## config.mk

```make
export PLATFORM = sky130hd
export DESIGN_NAME = motion_integrator_2d_top
export DESIGN_NICKNAME = d
export VERILOG_FILES = /design/src/mi2d_pkg.sv /design/src/mi2d_csr.sv /design/src/mi2d_ctrl.sv /design/src/mi2d_dpath.sv /design/src/motion_integrator_2d_top.sv
export VERILOG_INCLUDE_DIRS = /design/src /design/src/src
export SDC_FILE = /design/constraint.sdc
export NUM_CORES = 2
export LEC_CHECK = 0
export ABC_AREA = 1
export BUFFER_PORTS_ARGS = -buffer_cell sky130_fd_sc_hd__buf_2
export CAP_MARGIN = 40
export CORE_ASPECT_RATIO = 0.8
export CORE_MARGIN = 5
export CORE_UTILIZATION = 55
export DETAILED_ROUTE_END_ITERATION = 8
export PLACE_DENSITY = 0.7
export SYNTH_ARGS = -nofsm -noshare
export SYNTH_HDL_FRONTEND = slang
export SYNTH_SLANG_ARGS = --single-unit
```

## constraint.sdc

```tcl
create_clock -name clock -period 9.6 [get_ports clock]
set_clock_uncertainty 0.15 [all_clocks]
set_input_delay 0.48 -clock clock [delete_from_list [all_inputs] [get_ports clock]]
set_output_delay 0.48 -clock clock [all_outputs]
set_load 0.1 [all_outputs]
```

## src/assert_macros.svh

```systemverilog
// assertion macros used by the motion integrator controller
// assertions compile out when SYNTH is defined
`ifndef ASSERT_MACROS_SVH
`define ASSERT_MACROS_SVH

`ifndef SYNTH
// same-cycle implication, checked only outside reset
`define ASSERT_IMPL(name, clk, rst, ante, cons) \
   name: assert property (@(posedge clk) disable iff (rst) (ante) |-> (cons)) \
      else $error("same-cycle check failed");
// next-cycle implication, checked only outside reset
`define ASSERT_NEXT(name, clk, rst, ante, cons) \
   name: assert property (@(posedge clk) disable iff (rst) (ante) |=> (cons)) \
      else $error("next-cycle check failed");
`else
`define ASSERT_IMPL(name, clk, rst, ante, cons)
`define ASSERT_NEXT(name, clk, rst, ante, cons)
`endif

`endif

```

## src/mi2d_pkg.sv

```systemverilog
// shared types, codes and helpers of the 2d motion integrator
// no dependencies; used by every module of the block
`default_nettype none

package mi2d_pkg;

   // csr address decode
   localparam int unsigned CsrAddrWidth = 5;
   localparam int unsigned CsrDataWidth = 32;

   // register indexes
   localparam logic [2:0] REG_ACCEL_X       = 3'd0;
   localparam logic [2:0] REG_ACCEL_Y       = 3'd1;
   localparam logic [2:0] REG_DRAG_X        = 3'd2;
   localparam logic [2:0] REG_DRAG_Y        = 3'd3;
   localparam logic [2:0] REG_MAX_SPEED     = 3'd4;
   localparam logic [2:0] REG_GRAVITY_ACCEL = 3'd5;
   localparam logic [2:0] REG_MOVABLE_AXES  = 3'd6;
   localparam logic [2:0] REG_ACTIVE        = 3'd7;

   // register reset values
   localparam logic [30:0] DRAG_X_RESET   = 31'd52428800;
   localparam logic [1:0]  MOVABLE_RESET  = 2'b11;
   localparam logic        ACTIVE_RESET   = 1'b1;

   // action codes
   localparam logic [1:0] ACT_TICK     = 2'd0;
   localparam logic [1:0] ACT_LOAD_VEL = 2'd1;
   localparam logic [1:0] ACT_LOAD_POS = 2'd2;

   // axis select
   localparam logic AXIS_X = 1'b0;
   localparam logic AXIS_Y = 1'b1;

   // saturation bounds in the widened sum domain
   localparam logic signed [33:0] SAT_MAX = 34'sh0_7FFF_FFFF;
   localparam logic signed [33:0] SAT_MIN = -34'sh0_8000_0000;

   typedef struct packed {
      logic [1:0]         action;
      logic [15:0]        time_step;
      logic signed [31:0] value_x;
      logic signed [31:0] value_y;
   } req_type;

   typedef struct packed {
      logic signed [31:0] pos_x;
      logic signed [31:0] pos_y;
      logic signed [31:0] vel_x;
      logic signed [31:0] vel_y;
   } rsp_type;

   typedef struct packed {
      logic signed [31:0] accel_x;
      logic signed [31:0] accel_y;
      logic [30:0]        drag_x;
      logic [30:0]        drag_y;
      logic [30:0]        max_speed;
      logic signed [31:0] gravity_accel;
      logic [1:0]         movable_axes;
      logic               active;
   } cfg_type;

   // multiplier operand select
   typedef enum logic [1:0] {
      MUL_ACCEL   = 2'd0,
      MUL_GRAVITY = 2'd1,
      MUL_MID     = 2'd2
   } mul_sel_type;

   // controller to datapath
   typedef struct packed {
      logic        capture;
      logic        load_vel;
      logic        load_pos;
      logic        axis;
      logic        mul_en;
      mul_sel_type mul_sel;
      logic        apply_en;
      logic        target_en;
      logic        half_en;
      logic        commit_en;
      logic        rsp_load;
   } cmd_type;

   // status seen by the controller
   typedef struct packed {
      logic [1:0] action;
      logic       active;
      logic [1:0] movable;
   } sts_type;

   // clamp a widened sum to the signed 32-bit range
   function automatic logic signed [31:0] sat32(input logic signed [33:0] value);
      logic signed [31:0] result;
      if (value > SAT_MAX) begin
         result = 32'sh7FFF_FFFF;
      end else if (value < SAT_MIN) begin
         result = 32'sh8000_0000;
      end else begin
         result = $signed(value[31:0]);
      end
      return result;
   endfunction

endpackage

`default_nettype wire

```

## src/mi2d_csr.sv

```systemverilog
// configuration register file of the 2d motion integrator, apb-style
// depends on mi2d_pkg
`default_nettype none

module mi2d_csr (
   input  wire logic                                  clock,
   input  wire logic                                  reset,
   input  wire logic                                  csr_psel,
   input  wire logic                                  csr_penable,
   input  wire logic                                  csr_pwrite,
   input  wire logic [mi2d_pkg::CsrAddrWidth-1:0]     csr_paddr,
   input  wire logic [mi2d_pkg::CsrDataWidth-1:0]     csr_pwdata,
   output logic      [mi2d_pkg::CsrDataWidth-1:0]     csr_prdata,
   output logic                                       csr_pready,
   output mi2d_pkg::cfg_type                          cfg
);

   mi2d_pkg::cfg_type cfg_ff;
   mi2d_pkg::cfg_type cfg_in;
   logic              wr_en;
   logic [2:0]        reg_idx;

   assign csr_pready = 1'b1;
   assign wr_en      = csr_psel && csr_penable && csr_pwrite && csr_pready;
   assign reg_idx    = csr_paddr[4:2];
   assign cfg        = cfg_ff;

   // register write decode
   always_comb begin
      cfg_in = cfg_ff;
      if (wr_en) begin
         unique case (reg_idx)
            mi2d_pkg::REG_ACCEL_X:       cfg_in.accel_x       = $signed(csr_pwdata);
            mi2d_pkg::REG_ACCEL_Y:       cfg_in.accel_y       = $signed(csr_pwdata);
            mi2d_pkg::REG_DRAG_X:        cfg_in.drag_x        = csr_pwdata[30:0];
            mi2d_pkg::REG_DRAG_Y:        cfg_in.drag_y        = csr_pwdata[30:0];
            mi2d_pkg::REG_MAX_SPEED:     cfg_in.max_speed     = csr_pwdata[30:0];
            mi2d_pkg::REG_GRAVITY_ACCEL: cfg_in.gravity_accel = $signed(csr_pwdata);
            mi2d_pkg::REG_MOVABLE_AXES:  cfg_in.movable_axes  = csr_pwdata[1:0];
            mi2d_pkg::REG_ACTIVE:        cfg_in.active        = csr_pwdata[0];
         endcase
      end
   end

   always_ff @(posedge clock) begin
      if (reset) begin
         cfg_ff.accel_x       <= '0;
         cfg_ff.accel_y       <= '0;
         cfg_ff.drag_x        <= mi2d_pkg::DRAG_X_RESET;
         cfg_ff.drag_y        <= '0;
         cfg_ff.max_speed     <= '0;
         cfg_ff.gravity_accel <= '0;
         cfg_ff.movable_axes  <= mi2d_pkg::MOVABLE_RESET;
         cfg_ff.active        <= mi2d_pkg::ACTIVE_RESET;
      end else begin
         cfg_ff <= cfg_in;
      end
   end

   // register read mux
   always_comb begin
      unique case (reg_idx)
         mi2d_pkg::REG_ACCEL_X:       csr_prdata = cfg_ff.accel_x;
         mi2d_pkg::REG_ACCEL_Y:       csr_prdata = cfg_ff.accel_y;
         mi2d_pkg::REG_DRAG_X:        csr_prdata = {1'b0, cfg_ff.drag_x};
         mi2d_pkg::REG_DRAG_Y:        csr_prdata = {1'b0, cfg_ff.drag_y};
         mi2d_pkg::REG_MAX_SPEED:     csr_prdata = {1'b0, cfg_ff.max_speed};
         mi2d_pkg::REG_GRAVITY_ACCEL: csr_prdata = cfg_ff.gravity_accel;
         mi2d_pkg::REG_MOVABLE_AXES:  csr_prdata = {30'd0, cfg_ff.movable_axes};
         mi2d_pkg::REG_ACTIVE:        csr_prdata = {31'd0, cfg_ff.active};
      endcase
   end

endmodule

`default_nettype wire

```

## src/mi2d_ctrl.sv

```systemverilog
// sequencing controller of the 2d motion integrator
// depends on mi2d_pkg and assert_macros.svh; drives the datapath by command struct
`default_nettype none
`include "assert_macros.svh"

module mi2d_ctrl (
   input  wire logic               clock,
   input  wire logic               reset,
   input  wire logic               req_valid,
   output logic                    req_ready,
   output logic                    rsp_valid,
   input  wire logic               rsp_ready,
   input  wire mi2d_pkg::sts_type  sts,
   output mi2d_pkg::cmd_type       cmd
);

   typedef enum logic [7:0] {
      ST_IDLE    = 8'b0000_0001,
      ST_MUL_ACC = 8'b0000_0010,
      ST_APPLY   = 8'b0000_0100,
      ST_TARGET  = 8'b0000_1000,
      ST_HALF    = 8'b0001_0000,
      ST_MUL_MID = 8'b0010_0000,
      ST_COMMIT  = 8'b0100_0000,
      ST_DONE    = 8'b1000_0000
   } state_type;

   state_type state_ff;
   state_type state_in;
   logic      axis_ff;
   logic      axis_in;
   logic      rsp_valid_ff;
   logic      rsp_valid_in;
   logic      tick_go;

   assign req_ready = (state_ff == ST_IDLE);
   assign rsp_valid = rsp_valid_ff;
   assign tick_go   = (sts.action == mi2d_pkg::ACT_TICK) && sts.active &&
                      (sts.movable != 2'b00);

   // next state and commands
   always_comb begin
      state_in     = state_ff;
      axis_in      = axis_ff;
      rsp_valid_in = rsp_valid_ff;
      cmd          = '0;
      cmd.axis     = axis_ff;
      cmd.mul_sel  = mi2d_pkg::MUL_ACCEL;
      if (rsp_valid_ff && rsp_ready) begin
         rsp_valid_in = 1'b0;
      end
      unique case (state_ff)
         ST_IDLE: begin
            if (req_valid) begin
               cmd.capture = 1'b1;
               if (tick_go) begin
                  axis_in  = sts.movable[0] ? mi2d_pkg::AXIS_X : mi2d_pkg::AXIS_Y;
                  state_in = ST_MUL_ACC;
               end else begin
                  cmd.load_vel = (sts.action == mi2d_pkg::ACT_LOAD_VEL);
                  cmd.load_pos = (sts.action == mi2d_pkg::ACT_LOAD_POS);
                  state_in     = ST_DONE;
               end
            end
         end
         ST_MUL_ACC: begin
            cmd.mul_en  = 1'b1;
            cmd.mul_sel = mi2d_pkg::MUL_ACCEL;
            state_in    = ST_APPLY;
         end
         ST_APPLY: begin
            cmd.apply_en = 1'b1;
            cmd.mul_en   = 1'b1;
            cmd.mul_sel  = mi2d_pkg::MUL_GRAVITY;
            state_in     = ST_TARGET;
         end
         ST_TARGET: begin
            cmd.target_en = 1'b1;
            state_in      = ST_HALF;
         end
         ST_HALF: begin
            cmd.half_en = 1'b1;
            state_in    = ST_MUL_MID;
         end
         ST_MUL_MID: begin
            cmd.mul_en  = 1'b1;
            cmd.mul_sel = mi2d_pkg::MUL_MID;
            state_in    = ST_COMMIT;
         end
         ST_COMMIT: begin
            cmd.commit_en = 1'b1;
            if (axis_ff == mi2d_pkg::AXIS_X && sts.movable[1]) begin
               axis_in  = mi2d_pkg::AXIS_Y;
               state_in = ST_MUL_ACC;
            end else begin
               state_in = ST_DONE;
            end
         end
         ST_DONE: begin
            // post the result once the output register is free
            if (!rsp_valid_ff || rsp_ready) begin
               cmd.rsp_load = 1'b1;
               rsp_valid_in = 1'b1;
               state_in     = ST_IDLE;
            end
         end
         default: begin
            state_in = ST_IDLE;
         end
      endcase
   end

   always_ff @(posedge clock) begin
      if (reset) begin
         state_ff     <= ST_IDLE;
         axis_ff      <= mi2d_pkg::AXIS_X;
         rsp_valid_ff <= 1'b0;
      end else begin
         state_ff     <= state_in;
         axis_ff      <= axis_in;
         rsp_valid_ff <= rsp_valid_in;
      end
   end

   // an enabled tick starts the first axis
   `ASSERT_NEXT(a_tick_starts, clock, reset, state_ff == ST_IDLE && req_valid && tick_go, state_ff == ST_MUL_ACC)
   // x axis hands over to y when y is movable
   `ASSERT_NEXT(a_x_then_y, clock, reset, state_ff == ST_COMMIT && axis_ff == mi2d_pkg::AXIS_X && sts.movable[1], state_ff == ST_MUL_ACC && axis_ff == mi2d_pkg::AXIS_Y)
   // a finished item is posted and the controller frees up
   `ASSERT_NEXT(a_result_posted, clock, reset, state_ff == ST_DONE && (!rsp_valid_ff || rsp_ready), rsp_valid_ff && state_ff == ST_IDLE)

endmodule

`default_nettype wire

```

## src/mi2d_dpath.sv

```systemverilog
// datapath of the 2d motion integrator: state registers, shared multiplier,
// velocity update steps and result register; depends on mi2d_pkg
`default_nettype none

module mi2d_dpath (
   input  wire logic               clock,
   input  wire logic               reset,
   input  wire mi2d_pkg::cmd_type  cmd,
   input  wire mi2d_pkg::cfg_type  cfg,
   input  wire mi2d_pkg::req_type  req_data,
   output mi2d_pkg::rsp_type       rsp_data
);

   // body state
   logic signed [31:0] pos_x_ff, pos_x_in;
   logic signed [31:0] pos_y_ff, pos_y_in;
   logic signed [31:0] vel_x_ff, vel_x_in;
   logic signed [31:0] vel_y_ff, vel_y_in;

   // working registers
   logic [15:0]        step_ff, step_in;
   logic signed [31:0] scaled_ff, scaled_in;
   logic signed [31:0] vtmp_ff, vtmp_in;
   logic signed [31:0] tgt_ff, tgt_in;
   logic signed [31:0] half_ff, half_in;
   logic signed [31:0] mid_ff, mid_in;
   mi2d_pkg::rsp_type  rsp_ff, rsp_in;

   logic signed [31:0] vel_cur;
   logic signed [31:0] pos_cur;
   logic signed [31:0] acc_cur;
   logic [30:0]        drag_cur;
   logic signed [31:0] mul_a;
   logic signed [16:0] step_s;
   logic signed [48:0] product;
   logic signed [33:0] drag_ext;
   logic signed [33:0] vel_minus;
   logic signed [33:0] vel_plus;
   logic signed [31:0] applied;
   logic signed [31:0] grav_sum;
   logic signed [33:0] speed_ext;
   logic signed [33:0] speed_neg;
   logic signed [31:0] clamped;
   logic signed [33:0] diff;
   logic signed [33:0] half_full;
   logic signed [31:0] vel_new;
   logic signed [31:0] pos_new;

   // operands of the axis in work
   assign vel_cur  = (cmd.axis == mi2d_pkg::AXIS_Y) ? vel_y_ff : vel_x_ff;
   assign pos_cur  = (cmd.axis == mi2d_pkg::AXIS_Y) ? pos_y_ff : pos_x_ff;
   assign acc_cur  = (cmd.axis == mi2d_pkg::AXIS_Y) ? cfg.accel_y : cfg.accel_x;
   assign drag_cur = (cmd.axis == mi2d_pkg::AXIS_Y) ? cfg.drag_y : cfg.drag_x;

   // shared rate times step multiplier, floor shift by 16
   always_comb begin
      case (cmd.mul_sel)
         mi2d_pkg::MUL_ACCEL:   mul_a = acc_cur;
         mi2d_pkg::MUL_GRAVITY: mul_a = cfg.gravity_accel;
         mi2d_pkg::MUL_MID:     mul_a = mid_ff;
         default:               mul_a = mid_ff;
      endcase
   end
   assign step_s    = $signed({1'b0, step_ff});
   assign product   = mul_a * step_s;
   assign scaled_in = cmd.mul_en ? $signed(product[47:16]) : scaled_ff;

   // acceleration, or drag toward zero without overshoot
   assign drag_ext  = $signed({3'b000, drag_cur});
   assign vel_minus = 34'(vel_cur) - drag_ext;
   assign vel_plus  = 34'(vel_cur) + drag_ext;
   always_comb begin
      if (acc_cur != 32'sd0) begin
         applied = mi2d_pkg::sat32(34'(vel_cur) + 34'(scaled_ff));
      end else if (drag_cur != 31'd0) begin
         if (vel_minus > 34'sd0) begin
            applied = $signed(vel_minus[31:0]);
         end else if (vel_plus < 34'sd0) begin
            applied = $signed(vel_plus[31:0]);
         end else begin
            applied = 32'sd0;
         end
      end else begin
         applied = vel_cur;
      end
   end
   assign vtmp_in = cmd.apply_en ? applied : vtmp_ff;

   // gravity on y, then the speed limit
   assign grav_sum  = (cmd.axis == mi2d_pkg::AXIS_Y && cfg.gravity_accel != 32'sd0) ?
                      mi2d_pkg::sat32(34'(vtmp_ff) + 34'(scaled_ff)) : vtmp_ff;
   assign speed_ext = $signed({3'b000, cfg.max_speed});
   assign speed_neg = -speed_ext;
   always_comb begin
      if (cfg.max_speed != 31'd0 && 34'(grav_sum) > speed_ext) begin
         clamped = $signed(speed_ext[31:0]);
      end else if (cfg.max_speed != 31'd0 && 34'(grav_sum) < speed_neg) begin
         clamped = $signed(speed_neg[31:0]);
      end else begin
         clamped = grav_sum;
      end
   end
   assign tgt_in = cmd.target_en ? clamped : tgt_ff;

   // half change and midpoint velocity
   assign diff      = 34'(tgt_ff) - 34'(vel_cur);
   assign half_full = diff >>> 1;
   assign half_in   = cmd.half_en ? $signed(half_full[31:0]) : half_ff;
   assign mid_in    = cmd.half_en ? mi2d_pkg::sat32(34'(vel_cur) + half_full) : mid_ff;

   // final velocity and position of the axis
   assign vel_new = mi2d_pkg::sat32(34'(mid_ff) + 34'(half_ff));
   assign pos_new = mi2d_pkg::sat32(34'(pos_cur) + 34'(scaled_ff));

   // body state next values
   always_comb begin
      pos_x_in = pos_x_ff;
      pos_y_in = pos_y_ff;
      vel_x_in = vel_x_ff;
      vel_y_in = vel_y_ff;
      if (cmd.load_vel) begin
         vel_x_in = req_data.value_x;
         vel_y_in = req_data.value_y;
      end
      if (cmd.load_pos) begin
         pos_x_in = req_data.value_x;
         pos_y_in = req_data.value_y;
      end
      if (cmd.commit_en) begin
         if (cmd.axis == mi2d_pkg::AXIS_Y) begin
            vel_y_in = vel_new;
            pos_y_in = pos_new;
         end else begin
            vel_x_in = vel_new;
            pos_x_in = pos_new;
         end
      end
   end

   assign step_in = cmd.capture ? req_data.time_step : step_ff;

   // result register
   always_comb begin
      rsp_in = rsp_ff;
      if (cmd.rsp_load) begin
         rsp_in.pos_x = pos_x_ff;
         rsp_in.pos_y = pos_y_ff;
         rsp_in.vel_x = vel_x_ff;
         rsp_in.vel_y = vel_y_ff;
      end
   end
   assign rsp_data = rsp_ff;

   always_ff @(posedge clock) begin
      if (reset) begin
         pos_x_ff <= '0;
         pos_y_ff <= '0;
         vel_x_ff <= '0;
         vel_y_ff <= '0;
      end else begin
         pos_x_ff <= pos_x_in;
         pos_y_ff <= pos_y_in;
         vel_x_ff <= vel_x_in;
         vel_y_ff <= vel_y_in;
      end
   end

   always_ff @(posedge clock) begin
      step_ff   <= step_in;
      scaled_ff <= scaled_in;
      vtmp_ff   <= vtmp_in;
      tgt_ff    <= tgt_in;
      half_ff   <= half_in;
      mid_ff    <= mid_in;
      rsp_ff    <= rsp_in;
   end

endmodule

`default_nettype wire

```

## src/motion_integrator_2d_top.sv

```systemverilog
// 2d motion integrator with drag, gravity and speed limit in signed Q16.16
//
// req channel: one item per transfer; action selects tick (time_step in
// Q0.16 seconds), load velocity or load position (value_x, value_y).
// rsp channel: one result per item with position and velocity after it.
// csr port: apb-style, registers at byte address 4*index, always ready,
// written only while the block is idle: the user must keep to this, the
// block does not enforce it. a load, an unused action or a frozen tick
// goes straight to the result; a tick runs per movable axis: multiply
// acceleration, apply acceleration or drag while multiplying gravity,
// add gravity and limit the speed, halve the change, multiply midpoint
// velocity into displacement and commit, all on the shared multiplier.
// one item is in work at a time; the next one is taken while the result
// still sits in the output register.
// a stalled receiver holds the result; a finished item waits until the
// output register is free.
// reset (synchronous, active high) zeroes position and velocity and
// restores the register defaults.
// depends on mi2d_pkg, mi2d_csr, mi2d_ctrl, mi2d_dpath
`default_nettype none

module motion_integrator_2d_top (
   input  wire logic                                  clock,
   input  wire logic                                  reset,
   input  wire logic                                  req_valid,
   output logic                                       req_ready,
   input  wire mi2d_pkg::req_type                     req_data,
   output logic                                       rsp_valid,
   input  wire logic                                  rsp_ready,
   output mi2d_pkg::rsp_type                          rsp_data,
   input  wire logic                                  csr_psel,
   input  wire logic                                  csr_penable,
   input  wire logic                                  csr_pwrite,
   input  wire logic [mi2d_pkg::CsrAddrWidth-1:0]     csr_paddr,
   input  wire logic [mi2d_pkg::CsrDataWidth-1:0]     csr_pwdata,
   output logic      [mi2d_pkg::CsrDataWidth-1:0]     csr_prdata,
   output logic                                       csr_pready
);

   mi2d_pkg::cfg_type cfg;
   mi2d_pkg::cmd_type cmd;
   mi2d_pkg::sts_type sts;

   // status for the controller
   assign sts.action  = req_data.action;
   assign sts.active  = cfg.active;
   assign sts.movable = cfg.movable_axes;

   mi2d_csr u_csr (
      .clock       (clock),
      .reset       (reset),
      .csr_psel    (csr_psel),
      .csr_penable (csr_penable),
      .csr_pwrite  (csr_pwrite),
      .csr_paddr   (csr_paddr),
      .csr_pwdata  (csr_pwdata),
      .csr_prdata  (csr_prdata),
      .csr_pready  (csr_pready),
      .cfg         (cfg)
   );

   mi2d_ctrl u_ctrl (
      .clock     (clock),
      .reset     (reset),
      .req_valid (req_valid),
      .req_ready (req_ready),
      .rsp_valid (rsp_valid),
      .rsp_ready (rsp_ready),
      .sts       (sts),
      .cmd       (cmd)
   );

   mi2d_dpath u_dpath (
      .clock    (clock),
      .reset    (reset),
      .cmd      (cmd),
      .cfg      (cfg),
      .req_data (req_data),
      .rsp_data (rsp_data)
   );

endmodule

`default_nettype wire
```

==> flow_metrics.env <==
export IMPL_hp_start="csr_pwdata[10]"
export IMPL_cts_root_buffer_cell="clkbuf_16"
export IMPL_synth_compound_area_share=0.1529
export IMPL_met1_length_um=95100
export IMPL_synth_top_area_share=0.1626
export IMPL_worst_path_max_fanout=34
export IMPL_yosys_cell_count_top_type="nand2_1"
export IMPL_rows=108
export IMPL_vias_in_the_first_global_route=53990
export IMPL_post_cts_hold_buffer_count=61
export IMPL_finalWeightedCongestion=1.035
export IMPL_placedInstanceArea_um2=63680
export IMPL_post_layout_utilization_of_the_core=0.6158
export IMPL_reg2reg_from="u_ctrl.state_ff[1]$_SDFFE_PP0P_"
export IMPL_max_freq_ghz=0.1149
export IMPL_vias=57540
export IMPL_rsz0062_at_grt="false"
export IMPL_drive_above_1_share=0.08220
export IMPL_floorplan_initialDensity=0.5553
export IMPL_finalWirelength_um=229000
export IMPL_synth_edf_count=304
export IMPL_critical_path_max_stage_delay_ns=0.72
export IMPL_syn_nets=8926
export IMPL_slew_headroom=0.3127
export IMPL_crit_slowest_cell="a21oi_2"
export IMPL_synth_adder_area_share=0.2515
export IMPL_final_net_count=9186
export IMPL_gr_total_overflow=0
export IMPL_cts_reportedPaths_clkPinSlew_ns=0.06
export IMPL_drt_drc_violations_left=0
export IMPL_crit_path_frequent_cell="inv_1"
export IMPL_grt_first_pass_wirelength_um=339900
export IMPL_initial_antenna_violation_count=10
export IMPL_critical_path_reg2reg_endpoint="u_dpath.scaled_ff[30]$_DFFE_PP_"
export IMPL_clock_sinks=634
export IMPL_reg2reg_depth=33
export IMPL_synth_area_per_cell_um2=7.656
export IMPL_synth_top_cells_by_area="fa_1 (16%), edfxtp_1 (15%), dfxtp_1 (11%)"
export IMPL_hold_ws_ns=0.02363
export IMPL_hold_class="input pin to flip-flop"
export IMPL_min_delay_path_depth=3
export IMPL_grtUsageTotal=0.3827
export IMPL_postCtsSetupRepairBufs=0
export IMPL_power_density_nw_per_um2=248.5
export IMPL_cts_tree="done"
export IMPL_detail_route_wl_per_cell_um=23.78
export IMPL_yosysSeqAreaShare=0.2608
export IMPL_setup_total_negative_slack_ns=0
export IMPL_timing_max_cap_violations=0
export IMPL_buffer_ports_inserted=285
export IMPL_topRoutingLayerUsed="met5"
export IMPL_boundaryPins=289
export IMPL_period_minus_slack_ns=8.705
export IMPL_fp_coreArea_um2=108600
export IMPL_yosys_area_share_simple=0.1947
export IMPL_die_height_um=306.2
export IMPL_worstMarginPinSlew_ns=1.020
export IMPL_dominantRegCellSynth="dfxtp_1"
export IMPL_vias_per_cell=5.975
export IMPL_grt_max_degree=128
export IMPL_finalMaxSlewViolations=0
export IMPL_power_static_leakage_nw=31.74
export IMPL_final_antenna_net_count=0
export IMPL_synth_area_leader_cell="fa_1"
export IMPL_dp_hpwl_um=182800
export IMPL_antenna_diode_count=0
export IMPL_timing_critical_path_arrival_ns=9.01
export IMPL_setup_viol=0
export IMPL_die_w_um=380.3
export IMPL_clockBufferDepth=3
export IMPL_hold_viol_final=0
export IMPL_layout_worst_path_cycle_share=0.9068
export IMPL_ys_ff_latch=634
export IMPL_regToRegSetupSlack_ns=0.89
export IMPL_worst_hold_path_endpoint="u_csr.cfg[13]$_SDFFE_PP0P_"
export IMPL_floorplan_die_area_um2=116500
export IMPL_cts_htree_levels=3
export IMPL_critPathRequiredTime_ns=9.90
export IMPL_drtPass1Iterations=7
export IMPL_ctsResizeCount=0
export IMPL_drt_iter0_drc=7738
export IMPL_clkLatencyLatePin_ns=0.71
export IMPL_cts_buffers_inserted=72
export IMPL_synth_mux_area_frac=0.001991
export IMPL_critical_path_startpoint_type="flip-flop"
export IMPL_synthToLayoutAreaGrowth_pct=10.88
export IMPL_async_flop_share=0
export IMPL_final_design_area_no_fill_um2=66900
export IMPL_synth_cell_type_count=69
export IMPL_path_class="flip-flop to flip-flop"
export IMPL_timing_critical_path_to_type="flip-flop"
export IMPL_synth_area_um2=60340
export IMPL_syn_inst=7881
export IMPL_met3WireLength_um=30500
export IMPL_synth_xor_xnor_area_share=0.04065
export IMPL_yosysWarningCount=0
export IMPL_largest_family_of_logic_cells_by_synthesized_area="adder cells"
export IMPL_status="finished clean"
export IMPL_ir_drop_uv=179.8
export IMPL_wl_met2_um=91270
export IMPL_synth_commonest_cells="nand2_1 (1551), inv_1 (1194), nor2_1 (728)"
[flip-flops by register name, indices dropped and copies added, names as in the netlist, 16 cells and up]
signal,count
u_dpath.scaled_ff,32
u_dpath.pos_x_ff,32
u_dpath.tgt_ff,32
u_dpath.vel_y_ff,32
u_dpath.mid_ff,32
u_dpath.vtmp_ff,32
u_csr.cfg,192
u_dpath.step_ff,16
u_dpath.pos_y_ff,32
u_dpath.vel_x_ff,32
u_dpath.half_ff,32
u_dpath.rsp_data,128
[placed cells by master, fill, tap and decap left out, types with 40 or more instances in the layout]
master / count
dfxtp_1: 329
buf_2: 300
nand2_1: 1550
xor2_1: 192
nor2_1: 721
xnor2_1: 88
dlygate4sd3_1: 61
ha_1: 429
o211ai_1: 89
clkbuf_16: 73
nand3_1: 346
inv_1: 1193
or2_2: 40
o22ai_1: 47
buf_4: 136
fa_1: 490
o21bai_1: 48
nand4_1: 50
o21ai_0: 600
a21oi_1: 617
nor3_1: 45
edfxtp_1: 304
[cell families after synthesis]
kind of cell / after synthesis
AOI/OAI and AO/OA: 1643
xor gates and xnor gates: 280
adders and majority gates: 919
buffers and inverters: 1539
DFF: 634
muxes: 12
other: 1
and+or+nand+nor: 2853
[metal layers]
layer	up-vias	global-route usage
li1	26220	-
met1	27180	0.5496
met2	3567	0.5378
met5	-	0.007246
met3	561	0.1113
met4	14	0.1633
[worst max-delay path, delay by kind of cell, from the launching register on]
kind / cells / cell delay, ns
compound gates: 8 / 2.20
xor+xnor: 1 / 0.16
fa+ha+maj: 7 / 3.29
buf+inv: 10 / 1.69
flops: 1 / 0.38
simple gates: 7 / 0.57
[cell type report]
class,count,area (um2)
sequential,634,15740
multi-input combinational,5708,38820
fill,9886,41740
inverter,1215,4566
clock inverter,40,591.8
tap,1430,1789
clock buffer,93,1992
timing repair buffer,510,3408
[where the power goes]
part | leakage [nW] | switching (mW) | internal [mW]
combinational | 25.0 | 6.78 | 3.46
sequential | 5.46 | 0.112 | 3.26
clock | 1.24 | 1.27 | 1.74
[how the worst max path moves through the flow]
| stage | cells after the start | end | start |
|---|---|---|---|
| floorplan | 30 | u_dpath.scaled_ff[30]$_DFFE_PP_ | u_ctrl.state_ff[7]$_SDFFE_PP0P_ |
| global placement | 33 | u_dpath.scaled_ff[29]$_DFFE_PP_ | u_ctrl.state_ff[1]$_SDFFE_PP0P_ |
| detailed placement | 33 | u_dpath.scaled_ff[29]$_DFFE_PP_ | u_ctrl.state_ff[1]$_SDFFE_PP0P_ |
| CTS | 33 | u_dpath.scaled_ff[30]$_DFFE_PP_ | u_ctrl.state_ff[1]$_SDFFE_PP0P_ |
| global route | 33 | u_dpath.scaled_ff[29]$_DFFE_PP_ | u_ctrl.state_ff[1]$_SDFFE_PP0P_ |
| finish | 33 | u_dpath.scaled_ff[30]$_DFFE_PP_ | u_ctrl.state_ff[1]$_SDFFE_PP0P_ |
[through the flow]
step | power (mW) | setup WS (ns) | std cells
2_1_floorplan | 10.36 | 1.713 | 7881
3_3_place_gp | 13.13 | 1.233 | 9404
3_5_place_dp | 13.32 | 1.089 | 9435
4_1_cts | 16.37 | 1.130 | 9629
5_1_grt | 17.83 | 0.4875 | 9630
6_report | 16.63 | 0.8946 | 9630
Power figures use the tool's default switching activity.
